===== src/rtl/core/preemptive_priority_scheduler_assert.svh =====
// Assertion macros used by the scheduler RTL.
`ifndef PREEMPTIVE_PRIORITY_SCHEDULER_ASSERT_SVH
`define PREEMPTIVE_PRIORITY_SCHEDULER_ASSERT_SVH
`ifndef SYNTHESIS
`define PPS_ASSERT(lbl, clk, rstn, prop) \
  lbl: assert property (@(posedge clk) disable iff (!rstn) prop) \
    else $error("scheduler assertion failed");
`define PPS_ASSERT_RST(lbl, clk, prop) \
  lbl: assert property (@(posedge clk) prop) \
    else $error("scheduler reset assertion failed");
`else
`define PPS_ASSERT(lbl, clk, rstn, prop)
`define PPS_ASSERT_RST(lbl, clk, prop)
`endif
`endif


===== src/rtl/core/pps_pkg.sv =====
// Types and constants shared by the scheduler modules.
`default_nettype none
package pps_pkg;

  localparam int unsigned SLOT_W   = 4;
  localparam int unsigned ARR_W    = 16;
  localparam int unsigned BURST_W  = 16;
  localparam int unsigned PRIO_W   = 8;
  localparam int unsigned TIME_W   = 20;
  localparam int unsigned PCOUNT_W = 5;
  localparam int unsigned PADDR_W  = 3;
  localparam int unsigned PDATA_W  = 32;

  localparam logic [TIME_W-1:0] TIME_MAX = '1;

  localparam logic KIND_LOAD = 1'b0;
  localparam logic KIND_TICK = 1'b1;

  // Register index, taken from the word address bits of paddr.
  localparam logic [PADDR_W-3:0] REG_PROC_COUNT = '0;

  typedef struct packed {
    logic [ARR_W-1:0]   arrival;
    logic [BURST_W-1:0] burst;
    logic [PRIO_W-1:0]  prio;
    logic [BURST_W-1:0] remaining;
  } pps_entry_t;

  localparam int unsigned ENTRY_W = $bits(pps_entry_t);

  typedef struct packed {
    logic any_work;
    logic found;
  } pps_sel_t;

endpackage
`default_nettype wire


===== src/rtl/core/pps_ram.sv =====
// Generic single-write, single-read RAM with a registered read port.
`default_nettype none
module pps_ram #(
  parameter int unsigned WIDTH = 8,
  parameter int unsigned DEPTH = 16
) (
  input  wire logic                     clk_i,
  input  wire logic                     we_i,
  input  wire logic [$clog2(DEPTH)-1:0] waddr_i,
  input  wire logic [WIDTH-1:0]         wdata_i,
  input  wire logic                     re_i,
  input  wire logic [$clog2(DEPTH)-1:0] raddr_i,
  output logic      [WIDTH-1:0]         rdata_o
);

  logic [WIDTH-1:0] mem_q [DEPTH];
  logic [WIDTH-1:0] rdata_q;

  always_ff @(posedge clk_i) begin
    if (we_i) begin
      mem_q[waddr_i] <= wdata_i;
    end
    if (re_i) begin
      rdata_q <= mem_q[raddr_i];
    end
  end

  assign rdata_o = rdata_q;

endmodule
`default_nettype wire


===== src/rtl/core/pps_cfg.sv =====
// APB register block holding the number of slots in use.
`default_nettype none
module pps_cfg (
  input  wire logic                         clk_i,
  input  wire logic                         rst_ni,
  input  wire logic                         psel,
  input  wire logic                         penable,
  input  wire logic                         pwrite,
  input  wire logic [pps_pkg::PADDR_W-1:0]  paddr,
  input  wire logic [pps_pkg::PDATA_W-1:0]  pwdata,
  output logic      [pps_pkg::PDATA_W-1:0]  prdata,
  output logic                              pready,
  output logic      [pps_pkg::PCOUNT_W-1:0] proc_count_o
);
  import pps_pkg::*;

  logic [PCOUNT_W-1:0] pcount_q, pcount_d;
  logic                sel_count;

  assign sel_count = (paddr[PADDR_W-1:2] == REG_PROC_COUNT);

  always_comb begin
    pcount_d = pcount_q;
    if (psel && penable && pwrite && sel_count) begin
      pcount_d = pwdata[PCOUNT_W-1:0];
    end
  end

  always_ff @(posedge clk_i or negedge rst_ni) begin
    if (!rst_ni) begin
      pcount_q <= '0;
    end else begin
      pcount_q <= pcount_d;
    end
  end

  assign prdata       = sel_count ? {{(PDATA_W-PCOUNT_W){1'b0}}, pcount_q} : '0;
  assign pready       = 1'b1;
  assign proc_count_o = pcount_q;

endmodule
`default_nettype wire


===== src/rtl/core/pps_sel.sv =====
// Running best-candidate selector fed with one table entry per cycle while eval_i is high.
`default_nettype none
module pps_sel #(
  parameter int unsigned IDX_W = 4
) (
  input  wire logic                        clk_i,
  input  wire logic                        rst_ni,
  input  wire logic                        clear_i,
  input  wire logic                        eval_i,
  input  wire logic [IDX_W-1:0]            idx_i,
  input  wire pps_pkg::pps_entry_t         entry_i,
  input  wire logic [pps_pkg::TIME_W-1:0]  time_i,
  output pps_pkg::pps_sel_t                status_o,
  output logic      [IDX_W-1:0]            best_idx_o,
  output pps_pkg::pps_entry_t              best_o
);
  import pps_pkg::*;

  pps_sel_t   st_q, st_d;
  logic [IDX_W-1:0] idx_q, idx_d;
  pps_entry_t best_q, best_d;
  logic       has_work, arrived, better;

  assign has_work = (entry_i.remaining != '0);
  assign arrived  = ({{(TIME_W-ARR_W){1'b0}}, entry_i.arrival} <= time_i);
  // Lower priority number wins; equal priority falls to the earlier arrival.
  // A later slot never displaces an earlier one on a full tie.
  assign better   = !st_q.found || (entry_i.prio < best_q.prio) ||
                    ((entry_i.prio == best_q.prio) && (entry_i.arrival < best_q.arrival));

  always_comb begin
    st_d   = st_q;
    idx_d  = idx_q;
    best_d = best_q;
    if (clear_i) begin
      st_d = '0;
    end else if (eval_i && has_work) begin
      st_d.any_work = 1'b1;
      if (arrived && better) begin
        st_d.found = 1'b1;
        idx_d      = idx_i;
        best_d     = entry_i;
      end
    end
  end

  always_ff @(posedge clk_i or negedge rst_ni) begin
    if (!rst_ni) begin
      st_q <= '0;
    end else begin
      st_q <= st_d;
    end
  end

  always_ff @(posedge clk_i) begin
    idx_q  <= idx_d;
    best_q <= best_d;
  end

  assign status_o   = st_q;
  assign best_idx_o = idx_q;
  assign best_o     = best_q;

endmodule
`default_nettype wire


===== src/rtl/core/preemptive_priority_scheduler.sv =====
// Preemptive priority scheduler: slot table in RAM, scanned once per tick.
// A load transaction is accepted in the idle state and writes its slot directly.
// A tick reads n = min(proc_count, SLOTS) slots from RAM, one read per slot, then
// passes an update state and a report state; no new input is taken until it is done.
// Reset clears the per-slot valid flags, time, last selection and proc_count;
// a slot never loaded reads as zero, so no clearing pass is needed.
`default_nettype none
`include "preemptive_priority_scheduler_assert.svh"
module preemptive_priority_scheduler #(
  parameter int unsigned SLOTS = 16
) (
  input  wire logic                         clk_i,
  input  wire logic                         rst_ni,
  input  wire logic                         psel,
  input  wire logic                         penable,
  input  wire logic                         pwrite,
  input  wire logic [pps_pkg::PADDR_W-1:0]  paddr,
  input  wire logic [pps_pkg::PDATA_W-1:0]  pwdata,
  output logic      [pps_pkg::PDATA_W-1:0]  prdata,
  output logic                              pready,
  input  wire logic                         in_valid_i,
  output logic                              in_stall_o,
  input  wire logic                         kind_i,
  input  wire logic [pps_pkg::SLOT_W-1:0]   slot_i,
  input  wire logic [pps_pkg::ARR_W-1:0]    arrival_i,
  input  wire logic [pps_pkg::BURST_W-1:0]  burst_i,
  input  wire logic [pps_pkg::PRIO_W-1:0]   priority_req_i,
  output logic                              out_valid_o,
  input  wire logic                         out_stall_i,
  output logic      [pps_pkg::SLOT_W-1:0]   running_slot_o,
  output logic                              idle_o,
  output logic                              switched_o,
  output logic                              first_run_o,
  output logic                              finished_o,
  output logic                              all_done_o,
  output logic      [pps_pkg::TIME_W-1:0]   tick_time_o,
  output logic      [pps_pkg::TIME_W-1:0]   turnaround_o,
  output logic      [pps_pkg::TIME_W-1:0]   waiting_o
);
  import pps_pkg::*;

  localparam int unsigned IDX_W = $clog2(SLOTS);
  localparam int unsigned CNT_W = $clog2(SLOTS + 1);
  localparam logic [7:0]  SLOTS8 = 8'(SLOTS);

  localparam logic [1:0] ST_IDLE = 2'd0;
  localparam logic [1:0] ST_SCAN = 2'd1;
  localparam logic [1:0] ST_FIN1 = 2'd2;
  localparam logic [1:0] ST_FIN2 = 2'd3;

  logic [1:0]          state_q, state_d;
  logic [CNT_W-1:0]    rd_cnt_q, rd_cnt_d, n_q, n_d;
  logic                rd_pend_q, rd_pend_d;
  logic [IDX_W-1:0]    ev_idx_q, ev_idx_d;
  logic [SLOTS-1:0]    vld_q, vld_d;
  logic [TIME_W-1:0]   time_q, time_d, time_inc;
  logic                last_vld_q, last_vld_d;
  logic [IDX_W-1:0]    last_idx_q, last_idx_d;

  // Partial result held between the update cycle and the output register.
  logic [SLOT_W-1:0]   res_slot_q, res_slot_d;
  logic                res_idle_q, res_idle_d, res_sw_q, res_sw_d;
  logic                res_first_q, res_first_d, res_fin_q, res_fin_d;
  logic                res_all_q, res_all_d;
  logic [TIME_W-1:0]   res_time_q, res_time_d, res_ta_q, res_ta_d;

  logic                out_vld_q, out_vld_d, out_load;
  logic [SLOT_W-1:0]   o_slot_q;
  logic                o_idle_q, o_sw_q, o_first_q, o_fin_q, o_all_q;
  logic [TIME_W-1:0]   o_time_q, o_ta_q, o_wait_q, wait_val;

  logic [PCOUNT_W-1:0] proc_count;
  logic [7:0]          pc8, n8, slot_ext, best_ext;
  logic                in_acc, slot_ok;

  logic                ram_we, ram_re;
  logic [IDX_W-1:0]    ram_waddr, ram_raddr;
  pps_entry_t          ram_wdata, ram_rdata, ev_entry, best;
  logic [ENTRY_W-1:0]  ram_rdata_raw;

  logic                sel_clear, sel_eval;
  pps_sel_t            sel_st;
  logic [IDX_W-1:0]    best_idx;

  pps_cfg u_cfg (
    .clk_i        (clk_i),
    .rst_ni       (rst_ni),
    .psel         (psel),
    .penable      (penable),
    .pwrite       (pwrite),
    .paddr        (paddr),
    .pwdata       (pwdata),
    .prdata       (prdata),
    .pready       (pready),
    .proc_count_o (proc_count)
  );

  pps_ram #(
    .WIDTH (ENTRY_W),
    .DEPTH (SLOTS)
  ) u_table (
    .clk_i   (clk_i),
    .we_i    (ram_we),
    .waddr_i (ram_waddr),
    .wdata_i (ram_wdata),
    .re_i    (ram_re),
    .raddr_i (ram_raddr),
    .rdata_o (ram_rdata_raw)
  );

  assign ram_rdata = pps_entry_t'(ram_rdata_raw);
  // A slot that was never loaded reads as an empty entry.
  assign ev_entry  = vld_q[ev_idx_q] ? ram_rdata : '0;

  pps_sel #(
    .IDX_W (IDX_W)
  ) u_sel (
    .clk_i      (clk_i),
    .rst_ni     (rst_ni),
    .clear_i    (sel_clear),
    .eval_i     (sel_eval),
    .idx_i      (ev_idx_q),
    .entry_i    (ev_entry),
    .time_i     (time_q),
    .status_o   (sel_st),
    .best_idx_o (best_idx),
    .best_o     (best)
  );

  assign in_stall_o = (state_q != ST_IDLE);
  assign in_acc     = in_valid_i && !in_stall_o;
  assign slot_ext   = {4'b0, slot_i};
  assign slot_ok    = (slot_ext < SLOTS8);
  assign pc8        = {3'b0, proc_count};
  assign n8         = (pc8 > SLOTS8) ? SLOTS8 : pc8;
  assign best_ext   = {{(8-IDX_W){1'b0}}, best_idx};
  assign time_inc   = (time_q == TIME_MAX) ? time_q : time_q + 1'b1;
  assign sel_eval   = (state_q == ST_SCAN) && rd_pend_q;
  assign wait_val   = (res_fin_q && (res_ta_q > {{(TIME_W-BURST_W){1'b0}}, best.burst}))
                      ? res_ta_q - {{(TIME_W-BURST_W){1'b0}}, best.burst} : '0;
  assign out_load   = (state_q == ST_FIN2) && (!out_vld_q || !out_stall_i);

  always_comb begin
    state_d     = state_q;
    rd_cnt_d    = rd_cnt_q;
    n_d         = n_q;
    rd_pend_d   = 1'b0;
    ev_idx_d    = ev_idx_q;
    vld_d       = vld_q;
    time_d      = time_q;
    last_vld_d  = last_vld_q;
    last_idx_d  = last_idx_q;
    res_slot_d  = res_slot_q;
    res_idle_d  = res_idle_q;
    res_sw_d    = res_sw_q;
    res_first_d = res_first_q;
    res_fin_d   = res_fin_q;
    res_all_d   = res_all_q;
    res_time_d  = res_time_q;
    res_ta_d    = res_ta_q;
    sel_clear   = 1'b0;
    ram_we      = 1'b0;
    ram_waddr   = slot_ext[IDX_W-1:0];
    ram_wdata   = '{arrival: arrival_i, burst: burst_i, prio: priority_req_i,
                    remaining: burst_i};
    ram_re      = 1'b0;
    ram_raddr   = rd_cnt_q[IDX_W-1:0];

    unique case (state_q)
      ST_IDLE: begin
        if (in_acc) begin
          if (kind_i == KIND_LOAD) begin
            if (slot_ok) begin
              ram_we                       = 1'b1;
              vld_d[slot_ext[IDX_W-1:0]]   = 1'b1;
            end
          end else begin
            state_d   = ST_SCAN;
            rd_cnt_d  = '0;
            n_d       = n8[CNT_W-1:0];
            sel_clear = 1'b1;
          end
        end
      end
      ST_SCAN: begin
        // The data of the last read is judged at the same edge that leaves the scan.
        if (rd_cnt_q == n_q) begin
          state_d = ST_FIN1;
        end else begin
          ram_re    = 1'b1;
          rd_pend_d = 1'b1;
          ev_idx_d  = rd_cnt_q[IDX_W-1:0];
          rd_cnt_d  = rd_cnt_q + 1'b1;
        end
      end
      ST_FIN1: begin
        state_d     = ST_FIN2;
        res_time_d  = time_q;
        res_slot_d  = '0;
        res_idle_d  = 1'b1;
        res_sw_d    = 1'b0;
        res_first_d = 1'b0;
        res_fin_d   = 1'b0;
        res_all_d   = 1'b0;
        res_ta_d    = '0;
        priority if (!sel_st.any_work) begin
          res_all_d = 1'b1;
        end else if (!sel_st.found) begin
          res_sw_d   = last_vld_q;
          last_vld_d = 1'b0;
          last_idx_d = '0;
          time_d     = time_inc;
        end else begin
          res_slot_d  = best_ext[SLOT_W-1:0];
          res_idle_d  = 1'b0;
          res_sw_d    = !last_vld_q || (last_idx_q != best_idx);
          res_first_d = (best.remaining == best.burst);
          res_fin_d   = (best.remaining == BURST_W'(1));
          res_ta_d    = (best.remaining == BURST_W'(1))
                        ? time_inc - {{(TIME_W-ARR_W){1'b0}}, best.arrival} : '0;
          last_vld_d  = 1'b1;
          last_idx_d  = best_idx;
          time_d      = time_inc;
          // The scan is over, so this write cannot meet a read of the same slot.
          ram_we              = 1'b1;
          ram_waddr           = best_idx;
          ram_wdata           = best;
          ram_wdata.remaining = best.remaining - 1'b1;
        end
      end
      ST_FIN2: begin
        if (out_load) begin
          state_d = ST_IDLE;
        end
      end
      default: begin
        state_d = ST_IDLE;
      end
    endcase
  end

  always_comb begin
    out_vld_d = out_vld_q;
    if (out_load) begin
      out_vld_d = 1'b1;
    end else if (!out_stall_i) begin
      out_vld_d = 1'b0;
    end
  end

  always_ff @(posedge clk_i or negedge rst_ni) begin
    if (!rst_ni) begin
      state_q    <= ST_IDLE;
      rd_cnt_q   <= '0;
      n_q        <= '0;
      rd_pend_q  <= 1'b0;
      vld_q      <= '0;
      time_q     <= '0;
      last_vld_q <= 1'b0;
      last_idx_q <= '0;
      out_vld_q  <= 1'b0;
    end else begin
      state_q    <= state_d;
      rd_cnt_q   <= rd_cnt_d;
      n_q        <= n_d;
      rd_pend_q  <= rd_pend_d;
      vld_q      <= vld_d;
      time_q     <= time_d;
      last_vld_q <= last_vld_d;
      last_idx_q <= last_idx_d;
      out_vld_q  <= out_vld_d;
    end
  end

  always_ff @(posedge clk_i) begin
    ev_idx_q    <= ev_idx_d;
    res_slot_q  <= res_slot_d;
    res_idle_q  <= res_idle_d;
    res_sw_q    <= res_sw_d;
    res_first_q <= res_first_d;
    res_fin_q   <= res_fin_d;
    res_all_q   <= res_all_d;
    res_time_q  <= res_time_d;
    res_ta_q    <= res_ta_d;
    if (out_load) begin
      o_slot_q  <= res_slot_q;
      o_idle_q  <= res_idle_q;
      o_sw_q    <= res_sw_q;
      o_first_q <= res_first_q;
      o_fin_q   <= res_fin_q;
      o_all_q   <= res_all_q;
      o_time_q  <= res_time_q;
      o_ta_q    <= res_ta_q;
      o_wait_q  <= wait_val;
    end
  end

  assign out_valid_o    = out_vld_q;
  assign running_slot_o = o_slot_q;
  assign idle_o         = o_idle_q;
  assign switched_o     = o_sw_q;
  assign first_run_o    = o_first_q;
  assign finished_o     = o_fin_q;
  assign all_done_o     = o_all_q;
  assign tick_time_o    = o_time_q;
  assign turnaround_o   = o_ta_q;
  assign waiting_o      = o_wait_q;

  `PPS_ASSERT(a_ram_we_phase, clk_i, rst_ni,
              (ram_we |-> (state_q == ST_IDLE || state_q == ST_FIN1)))
  `PPS_ASSERT(a_scan_bound, clk_i, rst_ni, ((state_q == ST_SCAN) |-> (rd_cnt_q <= n_q)))
  `PPS_ASSERT(a_done_time_hold, clk_i, rst_ni,
              ((state_q == ST_FIN1 && !sel_st.any_work) |=> $stable(time_q)))
  `PPS_ASSERT(a_idle_slot_zero, clk_i, rst_ni,
              ((out_valid_o && idle_o) |-> (running_slot_o == '0 && !finished_o)))
  `PPS_ASSERT_RST(a_reset_no_result, clk_i, (!rst_ni |=> (!out_valid_o && !in_stall_o)))

endmodule
`default_nettype wire

===== config.mk =====
export PLATFORM = sky130hd
export DESIGN_NAME = preemptive_priority_scheduler
export DESIGN_NICKNAME = d
export VERILOG_FILES = /design/src/rtl/core/pps_pkg.sv /design/src/rtl/core/pps_ram.sv /design/src/rtl/core/pps_cfg.sv /design/src/rtl/core/pps_sel.sv /design/src/rtl/core/preemptive_priority_scheduler.sv
export VERILOG_INCLUDE_DIRS = /design/src /design/src/rtl/core
export SDC_FILE = /design/constraint.sdc
export NUM_CORES = 1
export LEC_CHECK = 0
export BUFFER_PORTS_ARGS = -buffer_cell sky130_fd_sc_hd__buf_4
export CORE_ASPECT_RATIO = 0.6
export CORE_MARGIN = 2
export CORE_UTILIZATION = 55
export DETAILED_ROUTE_END_ITERATION = 8
export HOLD_SLACK_MARGIN = 0.06
export PLACE_DENSITY_LB_ADDON = 0.1
export SKIP_CTS_REPAIR_TIMING = 1
export SLEW_MARGIN = 15
export SYNTH_ARGS = -nofsm -noshare
export SYNTH_HDL_FRONTEND = slang
export SYNTH_HIERARCHICAL = 1
export SYNTH_SLANG_ARGS = --single-unit

===== constraint.sdc =====
create_clock -name clk_i -period 10.8 [get_ports clk_i]
set_input_delay 1.08 -clock clk_i [delete_from_list [all_inputs] [get_ports clk_i]]
set_output_delay 1.08 -clock clk_i [all_outputs]
set_load 0.02 [all_outputs]

==> out/metrics.cfg, run 1 <==
[outcome]
status=completed

[grt]
top_usage_layer=met2
overflow=0
antenna_found_initial=2
grt_util_met1=0.400
grt_pass1_vias=25919
met2_usage=0.400
grt_pass1_wl_um=173000
grt_max_degree=128
grt.met3_usage=0.0526
grtUsageTotal=0.264

[placement]
pre_cts_slack_ps=4960
io_buffers=133
post-dp-hpwl_um=68800
dp_cells=3938
place_area_um2=51200
gp_congestion=0.905

[power]
p_int_mw=9.39
combPwrFrac=0.254
cellLeakagePower_nw=18.8
powerDensity_nw_per_um2=245
pwr-share-seq=0.450
power_mw=13.5
p_sw_mw=4.09
swShare=0.303
pwr-share-clk=0.295
peakVddDrop_uv=189

[sta]
finalSetupViolations=0
drv_slew=0
setup_tns_ps=0
skew_ps=22.8
rsz0062_at_grt=no
period_needed_ps=6020
hold_violations=0
tightestPinTransition_ps=1210
setup_ws_ps=4780
slew_headroom=0.190
min_period_over_period=0.557
fmax_mhz=166
whs_ps=186

[die]
fp-row-count=84
core_um2=87700
die_x_um=388
initial_utilization=0.555
die_area_um2=91000
pin_count=191
die-height_um=234

[min_path]
hold_class=in2async

[logic_synthesis]
synth_top_area_frac=0.700
syn_avg_cell_area_um2=18.1
synth_edf_count=1134
synth-seq-area-share=0.732
ys_seq_elements=1196
synthArstFlopShare=0.0518
synthDistinctLibCells=77
ys_warn_count=6
synthFlopType=edfxtp_1
synthCells=2683
syn_area_um2=48700
synth.area.top_cells=edfxtp_1, mux4_2, dfrtp_1
yosysTopAreaCell=edfxtp_1

[detailed_routing]
antenna_left=0
firstDrtPassIters=5
drt_iter0_markers=2999
wl_um=119000
drcViolationCount=0
vias=25862
vias_per_cell=6.24
drt-wirelength-per-cell_um=28.7

[worst_setup_path]
worst_path_max_delay_cell=mux4_2
end_kind=register
cp.arrival_ps=6360
required_ps=11140
crit_chain=mux4_2, mux4_2, buf_4, and2_1, ha_1, nand4_1, a2111oi_0, o211ai_1, a31oi_4, buf_4
critical_path.max_stage_delay_ps=800
rrSetupSlack_ps=4780
crit_fanout=44
startpoint_type=register
crit_type=reg2reg

[finish]
stdcell_count=4143
final_common_cell=edfxtp_1
fin_area_um2=54900
antenna_cells=0
fin_nets=3057
drive_above_1_share=0.231
synthToLayoutAreaGrowth_pct=12.9
final_cell_mix=edfxtp_1, mux4_2, buf_4
final_util=0.627

[cts]
htree_levels=3
insertion_delay_ps=720
cts.clk_slew.worst_paths_ps=70
clock-root-buffer=clkbuf_16
cts_tree=yes
clock_path_buffers=3
clock-sinks=1196
cts_made_buffers=106

[flow_run]
cap_violations=0

## worst max-delay path: cells and delay by family (launching register included)
| family | cells | cell delay [ps] |
|---|---|---|
| flops | 1 | 550 |
| compound gates | 3 | 1590 |
| buf+inv | 2 | 1120 |
| mux | 2 | 1370 |
| simple gates | 2 | 650 |
| fa+ha+maj | 1 | 300 |
## power by group through the flow
stage / combinational, mW / sequential (mW) / clock, mW
finish: 3.43 / 6.07 / 3.98
global route: 3.70 / 6.12 / 4.22
CTS: 3.43 / 6.08 / 4.04
detailed placement: 3.40 / 6.17 / 0
global placement: 3.33 / 6.16 / 0
floorplan: 2.37 / 6.10 / 0
## flip-flops by register name (all words and copies together), names as in the netlist, 16 cells and up
signal and cells:
vld_q 16, u_table/rdata_o 56, turnaround_o 20, res_time_q 20
u_table/mem_q 896, time_q 20, res_ta_q 20, waiting_o 20
u_sel/best_o 56, tick_time_o 20
## metal layers
layer	share of wire	wire length [µm]	up-vias
met2	0.46	54300	1081
li1	-	-	11007
met5	0.00012	14	-
met1	0.44	52200	13599
met3	0.082	9770	173
met4	0.022	2590	2
## logic make-up after synthesis
| group | share of synthesized area |
|---|---|
| AO/OA/AOI/OAI | 0.0468 |
| AND/OR/NAND/NOR | 0.0524 |
| XOR/XNOR | 0.0158 |
| adder cells (fa/ha/maj) | 0.0211 |
| flip-flops | 0.732 |
| buffers and inverters | 0.0231 |
| other | 0.000154 |
| multiplexers | 0.109 |
## cell usage after synthesis, drive strengths merged (8+ instances only)
cell type	count
nand2	185
nor2	89
xor2	53
nand2b	18
edfxtp	1134
nor2b	13
a21o	18
a211oi	11
or3	9
inv	92
a21oi	34
mux4	229
nand3	26
mux2	8
nor3	27
buf	65
o21ai	86
xnor2	35
o21bai	10
dfrtp	62
clkbuf	74
nor4	19
a22oi	112
and3	13
and2	60
nand4	17
o21a	12
ha	79
## final timing paths
check | from | endpoint | depth (start not counted)
worst min-delay path | rst_ni | time_q[4] | 1
worst max-delay path | ev_idx_q[0] | u_sel/best_o[28] | 10
min in group clk_i | res_time_q[3] | tick_time_o[3] | 0
worst max register to register | ev_idx_q[0] | u_sel/best_o[28] | 10
max in group asynchronous | rst_ni | rd_cnt_q[1] | 2
worst min register to register | res_time_q[3] | tick_time_o[3] | 0
## layout make-up
cell class,instances,area [µm²]
flip-flops and latches,1196,35600
fillers,6184,32700
multi-input cells,1282,12200
clock buffers,113,2700
repair buffers,211,1610
well taps,1161,1450
clock inverters,88,978
inverters,92,345
No activity file was read; power rests on OpenSTA's default activity.
==> inputs of run 2 (changes only) <==
clock period = 5.2 ns   (was 10.8 ns; I/O delays follow)
==> out/metrics.cfg, run 2 (same netlist as run 1, synthesis figures left out) <==
[sta]
finalSetupViolations=0  ; unchanged
slew_headroom=0.200  ; was 0.190
tightestPinTransition_ps=1200  ; was 1210 ps
skew_ps=21.9  ; was 22.8 ps
period_needed_ps=4850  ; was 6020 ps
fmax_mhz=206  ; was 166 MHz
rsz0062_at_grt=no  ; unchanged
min_period_over_period=0.933  ; was 0.557
setup_ws_ps=347  ; was 4780 ps
drv_slew=0  ; unchanged
hold_violations=0  ; unchanged
setup_tns_ps=0  ; unchanged

[detailed_routing]
drt_iter0_markers=2744  ; was 2999
drcViolationCount=0  ; unchanged
antenna_left=0  ; unchanged
wl_um=118000  ; was 119000 µm
firstDrtPassIters=6  ; was 5
drt-wirelength-per-cell_um=28.4  ; was 28.7 µm
vias=25596  ; was 25862
vias_per_cell=6.16  ; was 6.24

[worst_setup_path]
r2r_end=u_sel/best_o[47]  ; was u_sel/best_o[28]
cp.arrival_ps=5190  ; was 6360 ps
cp_num_cells=11  ; was 10
r2r_start=ev_idx_q[0]  ; unchanged
ff2ff_path_depth=11  ; was 10
crit_path_frequent_cell=mux4_2
critical_path.max_stage_delay_ps=740  ; was 800 ps
startpoint_type=register  ; unchanged
crit_chain=mux4_2, mux4_2, and2_1, ha_1, a21oi_1, o21ai_0, a221oi_1, or3b_1, a211o_1, a31oi_4, buf_4  ; was mux4_2, mux4_2, buf_4, and2_1, ha_1, nand4_1, a2111oi_0, o211ai_1, a31oi_4, buf_4
rrSetupSlack_ps=350  ; was 4780 ps
required_ps=5540  ; was 11140 ps
crit_fanout=27  ; was 44
crit_type=reg2reg  ; unchanged
path_buf_inv=1  ; was 2
worst_path_max_delay_cell=mux4_2  ; unchanged
path_delay_family=multiplexers  ; was compound AO/OA/AOI/OAI gates
end_kind=register  ; unchanged

[finish]
largest_reg_flops=896  ; unchanged
largest-register=u_table/mem_q  ; unchanged
final_cell_mix=edfxtp_1, mux4_2, buf_4  ; unchanged
multiInputGateArea_um2=12300  ; was 12200 µm²
ff_latch_area_um2=35600  ; unchanged
final_util=0.628  ; was 0.627
drive_above_1_share=0.223  ; was 0.231
synthToLayoutAreaGrowth_pct=13.1  ; was 12.9%
n_fill_cell=6241  ; was 6184
final_common_cell=edfxtp_1  ; unchanged
fin_nets=3074  ; was 3057

[grt]
grt_pass1_vias=25267  ; was 25919
overflow=0  ; unchanged
grt_pass1_wl_um=172000  ; was 173000 µm
grtUsageTotal=0.262  ; was 0.264
antenna_found_initial=2  ; unchanged
grt_max_degree=121  ; was 128

[die]
fp-row-count=84  ; unchanged
die_area_um2=91000  ; unchanged
die-height_um=234  ; unchanged
initial_utilization=0.555  ; unchanged
pin_count=191  ; unchanged
die_x_um=388  ; unchanged
core_um2=87700  ; unchanged

[cts]
cts_tree=yes  ; unchanged
htree_levels=3  ; unchanged
clock-sinks=1196  ; unchanged
cts.clk_slew.worst_paths_ps=70  ; about the same
insertion_delay_ps=710  ; was 720 ps
clock_path_buffers=3  ; unchanged
cts_made_buffers=105  ; was 106
clock-root-buffer=clkbuf_16  ; unchanged

[min_path]
hold_class=in2reg  ; was in2async
min_from=slot_i[2]
min_path_cells=2
min_to=vld_q[14]

[power]
powerDensity_nw_per_um2=498  ; was 245 nW/µm²
cellLeakagePower_nw=18.8  ; about the same
peakVddDrop_uv=443  ; was 189 µV

[placement]
post-dp-hpwl_um=70200  ; was 68800 µm
gp_congestion=0.904  ; was 0.905
pre_cts_slack_ps=427  ; was 4960 ps
io_buffers=133  ; unchanged

[outcome]
status=completed  ; unchanged

[flow_run]
cap_violations=0  ; unchanged

run 2: final cells by class:
| type | count | share of cell area |
|---|---|---|
| antenna | 1 | 0.0000455 |
| tap | 1161 | 0.0264 |
| clock inverter | 61 | 0.00930 |
| sequential | 1196 | 0.647 |
| multi-input combinational | 1282 | 0.223 |
| timing repair buffer | 229 | 0.0372 |
| clock buffer | 134 | 0.0505 |
| inverter | 92 | 0.00627 |
run 2: report_power, final:
group          internal [mW]  leakage [nW]  switching, mW
Sequential              11.9          11.1          0.659
Clock                   4.13          1.61           3.45
Combinational           3.01          6.05           4.21
Total                   19.1          18.8           8.32
run 2: through the flow:
| stage | power (mW) | instances | hold WS [ps] | cell area [µm²] |
|---|---|---|---|---|
| 2_1_floorplan | 17.6 | 2709 | 224 | 48800 |
| 3_3_place_gp | 19.8 | 3951 | 404 | 51600 |
| 3_5_place_dp | 19.9 | 3951 | 405 | 51600 |
| 4_1_cts | 27.5 | 4146 | -346 | 54900 |
| 5_1_grt | 28.6 | 4155 | 145 | 55000 |
| 6_report | 27.4 | 4156 | 173 | 55000 |
run 2: worst max-delay path by stage:
| stage | startpoint | endpoint | slack, ps |
|---|---|---|---|
| after floorplan | state_q[0] | u_table/mem_q[1][0] | -970 |
| after CTS | ev_idx_q[0] | u_sel/best_o[47] | 390 |
| after global placement | ev_idx_q[0] | u_sel/best_idx_o[3] | 410 |
| after global routing | ev_idx_q[0] | u_sel/best_o[19] | 100 |
| final | ev_idx_q[0] | u_sel/best_o[47] | 350 |
| after detailed placement | ev_idx_q[0] | u_sel/best_idx_o[2] | 430 |
run 2: routing by layer:
layer | share of wire | up-vias | global-route usage
met3 | 0.088 | 157 | 0.0556
met2 | 0.45 | 1092 | 0.389
met1 | 0.44 | 13313 | 0.403
met4 | 0.022 | 0 | 0.0632
li1 | - | 11034 | -
met5 | 0 | - | 0
